File: src/design/etpq_pkg.sv
// Shared types and codes for the event time priority queue.
// Used by the cell row and the top level; no dependencies.
package etpq_pkg;

  localparam int CFG_IDX_BITS = 1;
  localparam logic [CFG_IDX_BITS-1:0] CFG_END_TIME = 1'b0;
  localparam logic [CFG_IDX_BITS-1:0] CFG_END_EN   = 1'b1;

  localparam logic [1:0] ACT_DELTA   = 2'd1;
  localparam int         ACT_POP_BIT = 1;

  typedef enum logic [2:0] {
    ST_EXECUTED = 3'd0,
    ST_DISCARD  = 3'd1,
    ST_EMPTY    = 3'd2,
    ST_FINISHED = 3'd3,
    ST_SCHED    = 3'd4,
    ST_FULL     = 3'd5
  } status_e;

  typedef struct packed {
    logic ins;
    logic pop;
  } etpq_op_t;

endpackage

File: src/design/etpq_cell.sv
// One slot of the sorted event row: holds a time and a handle.
// Depends on etpq_pkg for the operation struct.
module etpq_cell #(
  parameter int TIME_BITS   = 48,
  parameter int HANDLE_BITS = 16
) (
  input  logic                   clk_i,
  input  etpq_pkg::etpq_op_t     op_i,
  input  logic                   occupied_i,
  input  logic [TIME_BITS-1:0]   new_time_i,
  input  logic [HANDLE_BITS-1:0] new_handle_i,
  input  logic                   prev_after_i,
  input  logic [TIME_BITS-1:0]   prev_time_i,
  input  logic [HANDLE_BITS-1:0] prev_handle_i,
  input  logic [TIME_BITS-1:0]   next_time_i,
  input  logic [HANDLE_BITS-1:0] next_handle_i,
  output logic                   after_o,
  output logic [TIME_BITS-1:0]   time_o,
  output logic [HANDLE_BITS-1:0] handle_o
);
  import etpq_pkg::*;

  logic [TIME_BITS-1:0]   time_q, time_d;
  logic [HANDLE_BITS-1:0] handle_q, handle_d;

  // An event with an equal time stays ahead of the new one.
  assign after_o = occupied_i && (time_q <= new_time_i);

  always_comb begin
    time_d   = time_q;
    handle_d = handle_q;
    if (op_i.pop) begin
      time_d   = next_time_i;
      handle_d = next_handle_i;
    end else if (op_i.ins && !after_o) begin
      if (prev_after_i) begin
        time_d   = new_time_i;
        handle_d = new_handle_i;
      end else begin
        time_d   = prev_time_i;
        handle_d = prev_handle_i;
      end
    end
  end

  always_ff @(posedge clk_i) begin
    time_q   <= time_d;
    handle_q <= handle_d;
  end

  assign time_o   = time_q;
  assign handle_o = handle_q;

endmodule

File: config.mk
export PLATFORM = sky130hd
export DESIGN_NAME = etpq_cell
export DESIGN_NICKNAME = d
export VERILOG_FILES = /design/src/design/etpq_pkg.sv /design/src/design/etpq_cell.sv
export SDC_FILE = /design/constraint.sdc
export NUM_CORES = 1
export LEC_CHECK = 0
export BUFFER_PORTS_ARGS = -buffer_cell sky130_fd_sc_hd__buf_2
export CAP_MARGIN = 20
export CORE_AREA = 2 2 103 105
export CTS_BUF_LIST = sky130_fd_sc_hd__clkbuf_8 sky130_fd_sc_hd__clkbuf_16
export CTS_CLUSTER_DIAMETER = 100
export DETAILED_ROUTE_END_ITERATION = 10
export DIE_AREA = 0 0 105 107
export HOLD_SLACK_MARGIN = 0.05
export MAX_ROUTING_LAYER = met4
export PLACE_DENSITY = 0.81
export SYNTH_ARGS = -nofsm -noshare
export SYNTH_HDL_FRONTEND = slang
export SYNTH_SLANG_ARGS = --single-unit
File: constraint.sdc
create_clock -name clk_i -period 10 [get_ports clk_i]
set_input_delay 3 -clock clk_i [delete_from_list [all_inputs] [get_ports clk_i]]
set_output_delay 3 -clock clk_i [all_outputs]
set_load 0.005 [all_outputs]
== Yosys cells after proc, flatten, opt, wreduce, memory -nomap -nowiden ==
Cells that the tools add are included.
Word-level totals
  flip-flop bits (word level): 64
  bits in latches: 0
  bits in writable memories: 0
  memory bits (read-only): 0
  bits of input ports: 197
  output and inout port bits: 65
  word-level logic and storage cells: 13
  memories: 0
Operators by class
  add/subtract/negate cells: 0
  $mul: 0
  div/mod/pow operators: 0
  magnitude comparators: 1
  eq/ne operators: 0
  shifts and indexed selects: 0
  multiplexer cells: 6
  bitwise logic cells: 0
  reductions and logical operators: 4
Operators by type and width (number)
  $mux 48: 3
  $le 48x48->1: 1
  $mux 16: 3
  $logic_and 1x1->1: 2
  $reduce_bool 2->1: 1
  $logic_not 1->1: 1

== Depth between registers and ports, before layout ==
  depth after elaboration: 6
  mapped depth: 8
  gate-level depth less buffers: 8

== Worst setup path before layout ==
OpenSTA, ideal clock, no wires.
  path type: input-to-reg
  start point: input new_time_i[47]
  end point: register handle_q[0], in the netlist handle_o[0], enable pin
  setup time: 0.522 ns
  arrival: 7.463 ns
  data required time: 9.478 ns
  setup slack: 2.015 ns
  stages: 8
  path buffers: 0
  cells stage by stage: inv_1 > ha_1 > nand4_1 > nor4_2 > nand2_1 > nor3_1 > a32oi_1 > a41oi_1
Between the ends
  longest elaborated chain between the ends: 5
RTL lines
  start, declared: RTL line etpq_cell.sv:10  | input logic [TIME_BITS-1:0] new_time_i,
  $le 48x48->1: RTL line etpq_cell.sv:27  | assign after_o = occupied_i && (time_q <= new_time_i);
  $logic_and 1x1->1: RTL line etpq_cell.sv:27
  $logic_not 1->1: RTL line etpq_cell.sv:35  | end else if (op_i.ins && !after_o) begin
  $logic_and 1x1->1: RTL line etpq_cell.sv:35
  $reduce_bool 2->1 (no source line)
  end signal, assigned: RTL line etpq_cell.sv:48  | handle_q <= handle_d;
  end, declared: RTL line etpq_cell.sv:24  | logic [HANDLE_BITS-1:0] handle_q, handle_d;
Every way passes these cells.
A chain may end at the register's enable or synchronous reset.

== Final worst setup path ==
  start point: input new_time_i[7]
  end point: output after_o
Between the ends
  longest elaborated chain between the ends: 2
RTL lines
  $le 48x48->1: RTL line etpq_cell.sv:27
  $logic_and 1x1->1: RTL line etpq_cell.sv:27
  end, declared: RTL line etpq_cell.sv:17  | output logic after_o,
Every way passes these cells.

==> results.yml <==
cts:
  cts_made_buffers: 9
  cts_setup_buffers: 0
  h-tree-depth: 3
  clock_sinks: 64
  cts_hold_buf: 0
  cts_tree: "done"
  clk_path_buf_depth: 2
  root_buffer: "clkbuf_8"
  cts_resized: 0
  worstSkewPairLatency_ns: 0.33
  clkTransAtPathRegs_ns: 0.07
detailed_routing:
  highest_layer: "met4"
  drt_pass1_iterations: 4
  postRouteAntennaNets: 0
  drt_iter0_markers: 155
  route.met3.wl_um: 733
  wl_per_cell_um: 14.1
  drc: 0
  routedLengthMet1_um: 4740
  vias: 4244
  finalWirelength_um: 12000
  route.met2.wl_um: 6200
  vias_per_cell: 4.99
hold_path:
  hp-start: "time_o[32]"
  hold_depth: 6
  whs_endpoint: "time_o[19]"
  worstHoldPathType: "register to register"
worst_setup_path:
  cp-start-kind: "primary input"
  crit_required_ns: 7.00
  path_max_fanout: 2
  crit-reg2reg-launch: "time_o[13]"
  ff2ff_path_depth: 8
  path_class: "primary input to primary output"
  r2r_end: "time_o[41]"
  r2r_slack_ns: 6.75
  cp-end-kind: "primary output"
  arrival_ns: 5.01
logic_synthesis:
  yosys_most_used_dff: "edfxtp_1"
  syn_inst: 457
  synth_nets: 702
  synth_fa_ha_area_share_pct: 13.5
  synth-simple-area-share_pct: 9.82
  synthMuxAreaShare_pct: 14.4
  netlist_area_um2: 4460
  synthTopCellsByArea: "edfxtp_1, mux2i_1, ha_1"
  synth_warnings: 0
  ys_ff_latch: 64
  postSynthAreaPerCell_um2: 9.75
  synth_edf_count: 64
  synth.top_cell.area_share_pct: 43.1
  synth_cell_types: 28
  synth_most_common_cell: "nand2_1"
  ys_seq_area_share_pct: 43.1
  synth_top_family_by_area: "multiplexers"
  synth_commonest_cells: "nand2_1, o21ai_0, edfxtp_1, mux2i_1, inv_1"
  synth-compound-area-share_pct: 13.0
  post-synth-top-area-cell: "edfxtp_1"
  synthXorXnorAreaFrac_pct: 0
  ys_async_sr_fraction_pct: 0
grt:
  grt_pass1_vias: 4414
  grt_pass1_wl_um: 19200
  gr-total-overflow: 0
  grt_use_total_pct: 21.8
  grt_max_degree: 73
  grt_antenna_before_repair: 0
place:
  place_area_um2: 5890
  dpl.hpwl_um: 9580
  gp_congestion: 0.900
  port_buffers: 261
  placed_cells: 835
floorplanning:
  core_um2: 10100
  initial_core_util_pct: 44.2
  fp.dieW_um: 105
  rows: 37
  design.die.area_um2: 11200
  die_y_um: 107
  top_level_ports: 262
timing:
  fin_tns_setup_ns: 0
  tightest_slew_ns: 1.05
  drv_slew: 0
  fin_crit_ns: 8.01
  final_hold_viol_count: 0
  min_period_over_period_pct: 80.1
  skew_ns: 0.0118
  rsz0062_at_grt: "no"
  fmax_mhz: 125
  slew_headroom_pct: 29.7
  setup_viol: 0
cells_and_area:
  synthToLayoutAreaGrowth_pct: 36.0
  stdcell_area_um2: 6060
  fillers: 903
  drive_above_1_share_pct: 39.2
  fin_cells: 850
  antennaDiodeCount: 0
  fin_nets: 955
job:
  maxCapViolations: 0
run_status:
  status: "finished, final reports clean"
power_and_ir_drop:
  total_power_w: 0.000760
  leakage_nw: 3.18
  power_density_nw_per_um2: 125
  irDropWorstVdd_v: 0.0000614
-- flip-flops by register name (all words and copies together) (netlist names) --
signal	cells
time_o	48
handle_o	16
-- stage by stage --
| stage | setup slack, ns | util (%) | hold slack, ns |
|---|---|---|---|
| final | 1.99 | 60.1 | 1.82 |
| after global routing | 1.81 | 60.1 | 1.94 |
| after CTS | 1.97 | 60.1 | 1.85 |
| after detailed placement | 1.97 | 58.3 | 1.85 |
| after global placement | 1.99 | 58.3 | 1.77 |
| after floorplan | 2.02 | - | 2.12 |
-- worst max path at each step --
stage / from / endpoint / slack (ns)
after floorplan: new_time_i[47] / handle_o[0] / 2.02
after global placement: new_time_i[14] / after_o / 1.99
after detailed placement: new_time_i[14] / after_o / 1.97
after CTS: new_time_i[14] / after_o / 1.97
after global routing: new_time_i[14] / after_o / 1.81
final: new_time_i[7] / after_o / 1.99
-- worst max-delay path: stages --
cell     delay, ns
buf_2         0.09
inv_1         0.04
ha_1          0.32
a21oi_2       0.14
o21ai_1       0.08
a221o_1       0.33
or3_1         0.34
a32oi_1       0.34
a31o_1        0.21
buf_2         0.12
-- final cells by class --
type	instances	area, um^2	share of cell area (%)
Clock buffer	9	124	2.04
Clock inverter	6	51.3	0.846
Inverter	51	191	3.16
Multi-Input combinational cell	321	2280	37.6
Sequential cell	64	1920	31.7
Tap cell	136	170	2.81
Timing Repair Buffer	263	1330	21.9
-- cells by family after synthesis --
| logic type | after synthesis |
|---|---|
| AO/OA/AOI/OAI | 106 |
| AND/OR/NAND/NOR | 103 |
| buffers and inverters | 72 |
| multiplexers | 64 |
| flip-flops | 64 |
| adder cells (fa/ha/maj) | 48 |
-- placed cells by master (no fill, tap or decap) --
cell type	n
a21oi_2	2
clkbuf_8	9
or3_1	1
nor3_1	5
a221o_1	1
a211oi_1	2
mux2i_1	64
o21ai_1	1
a41oi_4	1
clkinv_1	3
inv_1	51
clkinv_2	2
bufinv_16	1
buf_2	259
a21oi_1	20
o21ai_0	71
o211ai_1	1
nand2_1	78
ha_1	48
a31o_1	1
nand4_1	10
nand3_1	3
nor4_1	1
a32oi_1	1
buf_4	4
edfxtp_1	64
nor4_2	1
nor2b_1	1
a21o_1	3
a21boi_2	1
o32ai_1	1
nor2_1	3
-- power breakdown --
part / switching, W / leakage (nW) / internal (W)
Combinational: 0.000105 / 2.43 / 0.0000965
Sequential: 0.0000150 / 0.651 / 0.000336
Clock: 0.0000973 / 0.0914 / 0.000110
Total: 0.000217 / 3.18 / 0.000543
-- per-layer routing --
layer | global-route usage, % | vias up
met5 | - | -
met4 | 9.52 | 0
met3 | 3.77 | 33
met2 | 39.6 | 168
met1 | 23.3 | 1902
li1 | - | 2141
No activity file was read; power rests on OpenSTA's default activity.
